### src/rtl/pmpt_pkg.sv
// Shared types and constants for the PS/2 mouse packet tracker.
`default_nettype none

package pmpt_pkg;

   // Width of the motion accumulators (valid range 9 to 32).
   localparam int ACC_WIDTH = 16;
   localparam int OUT_WIDTH = 16;

   localparam logic [7:0] BYTE_ACK      = 8'hFA;
   localparam logic [7:0] CMD_ENABLE    = 8'hF4;
   localparam logic [7:0] CMD_RESET     = 8'hFF;
   localparam logic [7:0] BYTE_SELFTEST = 8'hAA;
   localparam logic [7:0] BYTE_MOUSE_ID = 8'h00;
   localparam logic [7:0] CMD_NONE      = 8'h00;
   localparam logic [2:0] BUTTON_MASK   = 3'h7;
   localparam int         SYNC_BIT      = 3;

   typedef enum logic [1:0] {
      ACT_SEND = 2'd0,
      ACT_RECV = 2'd1,
      ACT_READ = 2'd2,
      ACT_NONE = 2'd3
   } action_type;

   typedef enum logic [2:0] {
      EV_CMD  = 3'd0,
      EV_ACK  = 3'd1,
      EV_PKT  = 3'd2,
      EV_DROP = 3'd3,
      EV_SELF = 3'd4,
      EV_ID   = 3'd5,
      EV_UNK  = 3'd6,
      EV_READ = 3'd7
   } evt_type;

   typedef enum logic [1:0] {
      POS_HEAD = 2'd0,
      POS_X    = 2'd1,
      POS_Y    = 2'd2,
      POS_BAD  = 2'd3
   } pos_type;

   typedef struct packed {
      logic [7:0]                  pending;
      logic                        reporting;
      pos_type                     position;
      logic [2:0]                  buttons;
      logic signed [ACC_WIDTH-1:0] x_total;
      logic signed [ACC_WIDTH-1:0] y_total;
   } state_type;

   typedef struct packed {
      evt_type                     evt;
      logic [7:0]                  tx_byte;
      logic [2:0]                  buttons;
      logic signed [OUT_WIDTH-1:0] x_motion;
      logic signed [OUT_WIDTH-1:0] y_motion;
      logic                        reporting;
      logic                        done;
   } result_type;

endpackage

`default_nettype wire

### src/rtl/pmpt_decode.sv
// Per-request decode: next tracker state and result from the current state.
`default_nettype none

module pmpt_decode (
   input  var pmpt_pkg::state_type  state_cur,
   input  var pmpt_pkg::action_type action,
   input  var logic [7:0]           data_byte,
   output pmpt_pkg::state_type      state_nxt,
   output pmpt_pkg::result_type     result
);

   localparam int SUM_W = pmpt_pkg::ACC_WIDTH + 1;
   localparam int EXT_W = (pmpt_pkg::ACC_WIDTH > pmpt_pkg::OUT_WIDTH) ?
                          pmpt_pkg::ACC_WIDTH : pmpt_pkg::OUT_WIDTH;

   // Add a signed byte step, clamp at the accumulator limits.
   function automatic logic signed [pmpt_pkg::ACC_WIDTH-1:0] sat_add(
      input logic signed [pmpt_pkg::ACC_WIDTH-1:0] acc,
      input logic signed [7:0]                     step
   );
      logic signed [SUM_W-1:0] sum;
      logic signed [pmpt_pkg::ACC_WIDTH-1:0] res;
      sum = SUM_W'(acc) + SUM_W'(step);
      if (sum[SUM_W-1] != sum[SUM_W-2]) begin
         res = {sum[SUM_W-1], {(pmpt_pkg::ACC_WIDTH-1){~sum[SUM_W-1]}}};
      end else begin
         res = sum[pmpt_pkg::ACC_WIDTH-1:0];
      end
      return res;
   endfunction

   // Clamp an accumulator to the output range.
   function automatic logic signed [pmpt_pkg::OUT_WIDTH-1:0] sat_out(
      input logic signed [pmpt_pkg::ACC_WIDTH-1:0] v
   );
      logic signed [EXT_W-1:0] ext;
      logic signed [EXT_W-1:0] hi;
      logic signed [EXT_W-1:0] lo;
      ext = EXT_W'(v);
      hi  = EXT_W'({1'b0, {(pmpt_pkg::OUT_WIDTH-1){1'b1}}});
      lo  = -hi - EXT_W'(1);
      if (ext > hi) begin
         ext = hi;
      end else if (ext < lo) begin
         ext = lo;
      end
      return ext[pmpt_pkg::OUT_WIDTH-1:0];
   endfunction

   pmpt_pkg::state_type st;
   pmpt_pkg::evt_type   evt;
   logic [7:0]          tx;
   logic                done;

   always_comb begin
      st   = state_cur;
      evt  = pmpt_pkg::EV_UNK;
      tx   = '0;
      done = 1'b0;
      case (action)
         pmpt_pkg::ACT_SEND: begin
            st.pending = data_byte;
            tx         = data_byte;
            evt        = pmpt_pkg::EV_CMD;
         end
         pmpt_pkg::ACT_READ: begin
            evt = pmpt_pkg::EV_READ;
         end
         pmpt_pkg::ACT_RECV: begin
            if (state_cur.pending != pmpt_pkg::CMD_NONE &&
                data_byte inside {pmpt_pkg::BYTE_ACK, pmpt_pkg::CMD_ENABLE}) begin
               evt = pmpt_pkg::EV_ACK;
               if (state_cur.pending == pmpt_pkg::CMD_ENABLE) begin
                  st.position  = pmpt_pkg::POS_HEAD;
                  st.reporting = 1'b1;
               end
               if (state_cur.pending == pmpt_pkg::CMD_RESET) begin
                  st.reporting = 1'b0;
               end
               st.pending = pmpt_pkg::CMD_NONE;
            end else if (state_cur.reporting) begin
               evt = pmpt_pkg::EV_PKT;
               case (state_cur.position)
                  pmpt_pkg::POS_X: begin
                     st.x_total  = sat_add(state_cur.x_total, data_byte);
                     st.position = pmpt_pkg::POS_Y;
                  end
                  pmpt_pkg::POS_Y: begin
                     st.y_total  = sat_add(state_cur.y_total, data_byte);
                     st.position = pmpt_pkg::POS_HEAD;
                     done        = 1'b1;
                  end
                  default: begin
                     // Head byte, or a stray position treated as head.
                     if (!data_byte[pmpt_pkg::SYNC_BIT]) begin
                        evt         = pmpt_pkg::EV_DROP;
                        st.position = pmpt_pkg::POS_HEAD;
                     end else begin
                        st.buttons  = data_byte[2:0] & pmpt_pkg::BUTTON_MASK;
                        st.position = pmpt_pkg::POS_X;
                     end
                  end
               endcase
            end else if (data_byte == pmpt_pkg::BYTE_SELFTEST) begin
               evt = pmpt_pkg::EV_SELF;
            end else if (data_byte == pmpt_pkg::BYTE_MOUSE_ID) begin
               evt = pmpt_pkg::EV_ID;
            end else begin
               evt = pmpt_pkg::EV_UNK;
            end
         end
         default: begin
            // No-op request: state untouched, no response.
         end
      endcase

      result.evt       = evt;
      result.tx_byte   = tx;
      result.buttons   = st.buttons;
      result.x_motion  = sat_out(st.x_total);
      result.y_motion  = sat_out(st.y_total);
      result.reporting = st.reporting;
      result.done      = done;

      // Report motion before clearing it.
      if (evt == pmpt_pkg::EV_READ) begin
         st.x_total = '0;
         st.y_total = '0;
      end
      state_nxt = st;
   end

endmodule

`default_nettype wire

### src/rtl/ps2_mouse_packet_tracker_core.sv
// Top level of the PS/2 mouse packet tracker: request register, decode, response register.
//
// Usage:
//   Request channel (req_valid/req_ready): req_action selects send command (0),
//   received mouse byte (1) or read-and-clear motion (2); req_data_byte carries
//   the command or received byte. Action 3 is taken and dropped with no response.
//   Response channel (rsp_valid/rsp_ready): one response per other request, with
//   the event code, transmit byte, buttons, saturated X/Y motion, reporting flag
//   and packet-complete flag.
//   Path: an accepted request goes to the request register, then is decoded into
//   the response register.
//   Throughput: one request per cycle while responses are taken; all tracker state
//   updates in the single decode step, so back-to-back requests see each other's effects.
//   Stall: when the response is not taken, the request register holds one more
//   request and then req_ready drops; nothing is lost or repeated.
//   Reset: synchronous; clears both stage valids, the pending command,
//   reporting flag, packet position, buttons and motion accumulators.
`default_nettype none

module ps2_mouse_packet_tracker_core (
   input  var logic              clock,
   input  var logic              reset,
   input  var logic              req_valid,
   output logic                  req_ready,
   input  var logic [1:0]        req_action,
   input  var logic [7:0]        req_data_byte,
   output logic                  rsp_valid,
   input  var logic              rsp_ready,
   output logic [2:0]            rsp_event_res,
   output logic [7:0]            rsp_tx_byte,
   output logic [2:0]            rsp_button_bits,
   output logic signed [15:0]    rsp_x_motion,
   output logic signed [15:0]    rsp_y_motion,
   output logic                  rsp_reporting_active,
   output logic                  rsp_packet_done
);

   logic                 in_valid_ff;
   pmpt_pkg::action_type in_action_ff;
   logic [7:0]           in_byte_ff;
   pmpt_pkg::state_type  state_ff;
   pmpt_pkg::state_type  state_in;
   pmpt_pkg::result_type result_in;
   pmpt_pkg::result_type result_ff;
   logic                 rsp_valid_ff;
   logic                 no_rsp;
   logic                 advance;

   assign no_rsp    = (in_action_ff == pmpt_pkg::ACT_NONE);
   assign advance   = in_valid_ff && (no_rsp || !rsp_valid_ff || rsp_ready);
   assign req_ready = !in_valid_ff || advance;

   pmpt_decode u_decode (
      .state_cur (state_ff),
      .action    (in_action_ff),
      .data_byte (in_byte_ff),
      .state_nxt (state_in),
      .result    (result_in)
   );

   always_ff @(posedge clock) begin
      if (reset) begin
         in_valid_ff  <= 1'b0;
         rsp_valid_ff <= 1'b0;
         state_ff     <= '0;
      end else begin
         if (req_ready) begin
            in_valid_ff <= req_valid;
         end
         if (advance) begin
            state_ff <= state_in;
         end
         if (advance && !no_rsp) begin
            rsp_valid_ff <= 1'b1;
         end else if (rsp_ready) begin
            rsp_valid_ff <= 1'b0;
         end
      end
   end

   // Payload registers: no reset needed.
   always_ff @(posedge clock) begin
      if (req_valid && req_ready) begin
         in_action_ff <= pmpt_pkg::action_type'(req_action);
         in_byte_ff   <= req_data_byte;
      end
      if (advance && !no_rsp) begin
         result_ff <= result_in;
      end
   end

   assign rsp_valid            = rsp_valid_ff;
   assign rsp_event_res        = result_ff.evt;
   assign rsp_tx_byte          = result_ff.tx_byte;
   assign rsp_button_bits      = result_ff.buttons;
   assign rsp_x_motion         = result_ff.x_motion;
   assign rsp_y_motion         = result_ff.y_motion;
   assign rsp_reporting_active = result_ff.reporting;
   assign rsp_packet_done      = result_ff.done;

   a_pos_legal: assert property (@(posedge clock) disable iff (reset)
      state_ff.position != pmpt_pkg::POS_BAD)
      else $error("packet position reached an illegal value");

   a_done_is_pkt: assert property (@(posedge clock) disable iff (reset)
      rsp_valid && rsp_packet_done |-> rsp_event_res == pmpt_pkg::EV_PKT)
      else $error("packet done without packet event");

   a_tx_only_cmd: assert property (@(posedge clock) disable iff (reset)
      rsp_valid && rsp_event_res != pmpt_pkg::EV_CMD |-> rsp_tx_byte == 8'h00)
      else $error("transmit byte set on a non-command response");

   a_no_overwrite: assert property (@(posedge clock) disable iff (reset)
      rsp_valid && !rsp_ready |=> rsp_valid && $stable(result_ff))
      else $error("stalled response was overwritten");

   a_read_clears: assert property (@(posedge clock) disable iff (reset)
      advance && in_action_ff == pmpt_pkg::ACT_READ |=>
         state_ff.x_total == '0 && state_ff.y_total == '0)
      else $error("read did not clear motion");

endmodule

`default_nettype wire
### config.mk
export PLATFORM = sky130hd
export DESIGN_NAME = ps2_mouse_packet_tracker_core
export DESIGN_NICKNAME = d
export VERILOG_FILES = /design/src/rtl/pmpt_pkg.sv /design/src/rtl/pmpt_decode.sv /design/src/rtl/ps2_mouse_packet_tracker_core.sv
export SDC_FILE = /design/constraint.sdc
export NUM_CORES = 1
export LEC_CHECK = 0
export ABC_AREA = 1
export BUFFER_PORTS_ARGS = -buffer_cell sky130_fd_sc_hd__buf_2
export CAP_MARGIN = 15
export CELL_PAD_IN_SITES_DETAIL_PLACEMENT = 0
export CELL_PAD_IN_SITES_GLOBAL_PLACEMENT = 1
export CORE_UTILIZATION = 30
export DETAILED_ROUTE_END_ITERATION = 16
export HOLD_SLACK_MARGIN = 0.08
export PLACE_DENSITY_LB_ADDON = 0.3
export SLEW_MARGIN = 25
export SYNTH_ARGS = -nofsm -noshare
export SYNTH_HDL_FRONTEND = slang
export SYNTH_SLANG_ARGS = --single-unit
### constraint.sdc
create_clock -name clock -period 4.5 [get_ports clock]
set_input_delay 0.45 -clock clock [delete_from_list [all_inputs] [get_ports clock]]
set_output_delay 0.45 -clock clock [all_outputs]
set_load 0.05 [all_outputs]
==> results.yml, run 1 <==
synth:
  synth_area_per_cell_sq_um: 7.534
  synth_top_area_share_pct: 27.92
  synthArstFlopShare_pct: 0
  ys_seq_area_share_pct: 43.32
  ys.flop_type: "edfxtp_1"
  synthCells: 828
  ys_ff_latch: 106
  synth_warnings: 0
  synth_area_sq_um: 6238
  syn_nets: 879
  synth_area_leader_cell: "edfxtp_1"
  synth_edf_count: 58
  synth.area.top_cells: "edfxtp_1, nand2_1, dfxtp_1"
  synth_cell_types: 43
route:
  antenna_left: 0
  wl_microns: 16760
  wl_per_cell_microns: 14.45
  drtPass1Iterations: 5
  routed_via_density: 4.632
  vias: 5373
  drtIter0Drc: 359
  drcViolationCount: 0
timing:
  setup_viol: 0
  finalCritPeriodShare_pct: 85.32
  worst_pin_slew_ns: 0.9362
  timing_hold_violations_final: 0
  layout_min_cycle_time_ns: 3.839
  relSlewSlack_pct: 37.59
  rsz0062_at_grt: "no"
  max_freq_mhz: 260.5
  timing.clock.skew_ns: 0.009789
  fin_setup_tns_ns: 0
  slew_violations: 0
pwr:
  leakagePower_nw: 3.298
  vdd_drop_max_v: 0.0001642
  powerDensity_nw_per_um2: 297.7
place:
  dp.cells: 1144
  portBuffers: 63
  dpl.hpwl_microns: 11860
  routabilityCongestion: 0.8640
critical_path:
  critPathLaunchType: "register"
  critPathKind: "reg -> reg"
  worst_ep_arrival_time_ns: 4.14
  cp_max_fo: 22
  cp_data_required_time_ns: 4.80
  end_kind: "register"
clock_network:
  clockRootBuffer: "clkbuf_16"
  htree_levels: 3
  cts_tree: "done"
  hold_buffers: 0
  worstSkewPairLatency_ns: 0.37
  numCtsBuffers: 9
  path_clk_slew_ns: 0.08
  post_cts_resize_count: 0
  cts.sinks: 106
  post_cts_buffers: 0
  cts.path.max_buffers: 2
floorplanning:
  boundaryPins: 64
  placeableCoreArea_sq_um: 20300
  die_area_sq_um: 21380
  die_w_microns: 146.2
  die_h_microns: 146.2
  start_util_pct: 30.73
  num_rows: 52
global_route:
  grt_pass1_wl_microns: 27230
  grt.overflow.total: 0
  antenna_found_initial: 0
  grt_util_all_layers_pct: 16.25
  grt_max_degree: 50
  grt_pass1_vias: 5053
job:
  drv_cap: 0
layout:
  fin_cells: 1160
  drive_gt1_share_pct: 12.13
  fin_nets: 936
  area_growth_pct: 14.20
  n_antenna_cell: 0
min_path:
  worstHoldPathType: "in -> reg"
status:
  status: "completed"
## Yosys cell counts (6+ instances only)
cell and instances:
clkbuf_1 10, ha_1 35, buf_2 6, a21oi_1 74, nand3_1 79, nand4_1 6, inv_1 83, xnor2_1 7
nand2_1 288, o21ai_1 7, edfxtp_1 58, dfxtp_1 48, nand2_2 6, nor2_1 51, o21ai_0 19
## critical path, stage by stage, from the launching register on
cell	delay, ns
edfxtp_1	0.97
ha_1	0.41
a21oi_1	0.28
o21ai_0	0.17
a21oi_1	0.19
nand3_1	0.13
and2_1	0.19
ha_1	0.42
clkinv_1	0.40
nand3_1	0.21
nand3_1	0.09
nand2_1	0.11
nand2_1	0.05
a21oi_1	0.13
## where the power goes
part	internal (W)	switching [W]
logic	0.0000581	0.000182
clock network	0.000399	0.000417
registers	0.00104	0.0000208
## flip-flops by register name, summed over array words and instances, names as in the netlist, 2 cells and up
| signal | flops |
|---|---|
| in_byte_ff | 8 |
| rsp_tx_byte | 8 |
| rsp_button_bits | 3 |
| rsp_y_motion | 16 |
| in_action_ff | 2 |
| rsp_x_motion | 16 |
| rsp_event_res | 3 |
| state_ff | 46 |
## per-stage QoR
| stage | hold slack (ns) | instance area (sq um) | setup slack (ns) | utilization, % | power, W |
|---|---|---|---|---|---|
| 2_1_floorplan | 0.4497 | 6238 | 1.572 | - | 0.001260 |
| 3_3_place_gp | 0.4684 | 6815 | 0.8081 | 33.57 | 0.001331 |
| 3_5_place_dp | 0.4735 | 6818 | 0.6976 | 33.59 | 0.001330 |
| 4_1_cts | 0.2409 | 7124 | 0.6486 | 35.10 | 0.002148 |
| 5_1_grt | 0.2323 | 7124 | 0.2916 | 35.10 | 0.002209 |
| 6_report | 0.2567 | 7124 | 0.6606 | 35.10 | 0.002121 |
## logic make-up after synthesis
group           synth area share [%]
compound gates                 9.968
xor+xnor                       1.544
fa+ha+maj                      7.661
buf+inv                        6.980
flops                          43.32
simple gates                   30.53
## routing by layer
layer	share of wire [%]	vias to the layer above	global-route usage, %
met2	48	64	27.26
met5	0	-	0
met1	48	2462	21.15
met3	1.9	24	2.063
li1	-	2823	-
met4	2.5	0	6.510
## final cells by class
cell class	count	area [sq um]
clock buffers	9	225.2
clock inverters	7	81.33
fillers	2220	13180
inverters	89	336.6
multi-input cells	613	3103
flip-flops and latches	106	2703
well taps	270	337.8
repair buffers	66	337.8
## final timing paths
path	start	to	slack [ns]	cells after the start
max	in_byte_ff[7]	state_ff[7]	0.66	13
min	req_data_byte[2]	in_byte_ff[2]	0.26	1
max reg2reg	in_byte_ff[7]	state_ff[7]	0.66	13
min reg2reg	state_ff[36]	state_ff[36]	0.49	2
## layout by cell type, fill, tap and decap left out, types with 6 or more instances in the layout
| cell | n |
|---|---|
| nand2_1 | 288 |
| nor2_1 | 50 |
| nand2_2 | 6 |
| o21ai_1 | 7 |
| ha_1 | 35 |
| xnor2_1 | 7 |
| a21oi_1 | 74 |
| clkbuf_16 | 9 |
| o21ai_0 | 19 |
| buf_2 | 63 |
| nand4_1 | 6 |
| edfxtp_1 | 58 |
| dfxtp_1 | 48 |
| inv_1 | 82 |
| nand3_1 | 79 |
Power figures use the tool's default switching activity.
==> run 2, diff against run 1 <==
ABC_AREA = not set   (was 1)
==> run 2 against run 1 <==
  * Power is 0.88% lower
  * Fmax is 6.0% lower
  * Combinational power is 5% higher
  * Critical endpoint is now rsp_y_motion[7]
==> results.yml, run 2 <==
synth:
  synth_edf_count: 58
  synth_area_leader_cell: "edfxtp_1"
  synth_area_per_cell_sq_um: 9.734
  synth-simple-area-share_pct: 15.93
  synth-compound-area-share_pct: 23.55
  synth_warnings: 0
  synth_top_area_share_pct: 28.54
  synthArstFlopShare_pct: 0
  synthCells: 627
  post-synth-top-count-cell: "nor2_1"
  ys_seq_area_share_pct: 44.28
  ys_ff_latch: 106
  synth_area_sq_um: 6103
  ys.flop_type: "edfxtp_1"
  syn_nets: 678
  synthXorXnorAreaFrac_pct: 3.014
  synth_top_family_by_area: "compound AO/OA/AOI/OAI gates"
  synth_fa_ha_area_share_pct: 8.385
  muxShareOfSynthArea_pct: 2.214
  synth_cell_types: 78
  synth.area.top_cells: "edfxtp_1, dfxtp_1, ha_1"
  synthTopCellsByCount: "nor2_1, a21oi_1, edfxtp_1"
floorplanning:
  placeableCoreArea_sq_um: 19720
  boundaryPins: 64
  num_rows: 51
  die_area_sq_um: 20920
  start_util_pct: 30.95
  die_w_microns: 144.6
  die_h_microns: 144.6
place:
  dp.cells: 951
  portBuffers: 63
  pre_cts_slack_ns: 0.4437
  routabilityCongestion: 0.8747
  dpl.hpwl_microns: 11660
critical_path:
  cp_data_required_time_ns: 4.61
  cp_cell_sequence: "ha_1 -> fa_1 -> a211oi_1 -> o21ai_0 -> and3_1 -> o21ai_0 -> ha_1 -> buf_4 -> o211ai_1 -> o21ai_0 -> mux2_2"
  crit_top_cell: "o21ai_0"
  critPathKind: "reg -> reg"
  worst_ep_arrival_time_ns: 4.20
  cp_max_fo: 8
  end_kind: "register"
  r2r_slack_ns: 0.41
  cp_slowest_cell: "edfxtp_1"
  max_stage_delay_ns: 0.52
  critPathLaunchType: "register"
clock_network:
  cts.path.max_buffers: 2
  path_clk_slew_ns: 0.08
  post_cts_buffers: 0
  hold_buffers: 0
  cts_tree: "done"
  worstSkewPairLatency_ns: 0.36
  clockRootBuffer: "clkbuf_16"
  cts.sinks: 106
  numCtsBuffers: 9
  post_cts_resize_count: 0
  htree_levels: 3
global_route:
  grt_max_degree: 45
  grt_pass1_wl_microns: 26150
  grt_pass1_vias: 4881
  grt_util_all_layers_pct: 16.59
  antenna_found_initial: 0
  grt.overflow.total: 0
min_path:
  worstHoldPathType: "in -> reg"
pwr:
  vdd_drop_max_v: 0.0001660
  leakagePower_nw: 2.816
  powerDensity_nw_per_um2: 296.4
  power.total_w: 0.002102
layout:
  fin_nets: 748
  area_growth_pct: 16.22
  drive_gt1_share_pct: 19.66
  layout_common_cells: "nor2_1, a21oi_1, buf_2, edfxtp_1, nand2_1"
  n_antenna_cell: 0
  fin_cells: 967
  layout_commonest_cell: "nor2_1"
  largest_reg_flops: 46
  regMostFlops: "state_ff"
route:
  drtIter0Drc: 289
  antenna_left: 0
  wl_microns: 16260
  drcViolationCount: 0
  wl_per_cell_microns: 16.81
  vias: 5068
  routed_via_density: 5.241
  drtPass1Iterations: 5
timing:
  holdWs_ns: 0.2557
  setup_slack_ns: 0.4134
  slew_violations: 0
  max_freq_mhz: 244.7
  layout_min_cycle_time_ns: 4.087
  timing.clock.skew_ns: 0.01107
  setup_viol: 0
  relSlewSlack_pct: 44.35
  worst_pin_slew_ns: 0.8284
  timing_hold_violations_final: 0
  rsz0062_at_grt: "no"
  fin_setup_tns_ns: 0
  finalCritPeriodShare_pct: 90.81
job:
  drv_cap: 0
status:
  status: "completed"
==> run 2: cell count changes after synthesis, sizes merged, moves of 6 or more <==
cell    delta
nand2    -245
nand3     -71
a21o      +13
o21ai     +22
nor2      +14
mux2      +12
nor3      +12
a22oi     +15
xor2       +6
a211oi    +13
inv       -73
or3        +7
a21oi     -13
==> run 2: where the power goes <==
part	switching, W	internal (W)
logic	0.000174	0.0000768
clock network	0.000367	0.000427
registers	0.0000167	0.00104
total	0.000558	0.00154
==> run 2: layer usage <==
layer	GRT usage, %	vias to the layer above	part of all wire, %
li1	-	2495	-
met4	5.873	0	1.4
met5	0	-	0
met1	23.31	2433	51
met2	25.66	127	44
met3	2.550	13	3.9
==> run 2: kinds of logic (layout without fill, tap and decap cells) <==
logic type,after synthesis,in the layout
mux,12,12
fa+ha+maj,40,40
compound gates,215,215
flops,106,106
xor+xnor,21,21
buf+inv,37,112
simple gates,196,196
==> run 2: per-stage QoR <==
step	area, sq um	utilization (%)
floorplan	6103	-
global placement	6800	34.49
detailed placement	6800	34.49
CTS	7087	35.94
global route	7093	35.97
finish	7093	35.97
==> run 2: final timing paths <==
path | startpoint | endpoint | cells after the start
worst min register to register | state_ff[26] | state_ff[26] | 2
worst max register to register | in_byte_ff[0] | rsp_y_motion[7] | 11
worst max-delay path | in_byte_ff[0] | rsp_y_motion[7] | 11
worst min-delay path | req_action[0] | in_action_ff[0] | 1
==> run 2: layout make-up <==
type	count	area [sq um]
clock inverters	6	57.56
flip-flops and latches	106	2703
well taps	265	331.6
inverters	15	56.30
fillers	1981	12620
clock buffers	10	229.0
multi-input cells	484	3266
repair buffers	81	450.4
==> run 2: worst max-delay path: cells and delay by family (launching register included) <==
kind	cells	cell delay [ns]
DFF	1	0.52
muxes	1	0.29
adders and majority gates	3	1.13
buffers and inverters	1	0.21
AOI/OAI and AO/OA	5	1.41
and+or+nand+nor	1	0.27
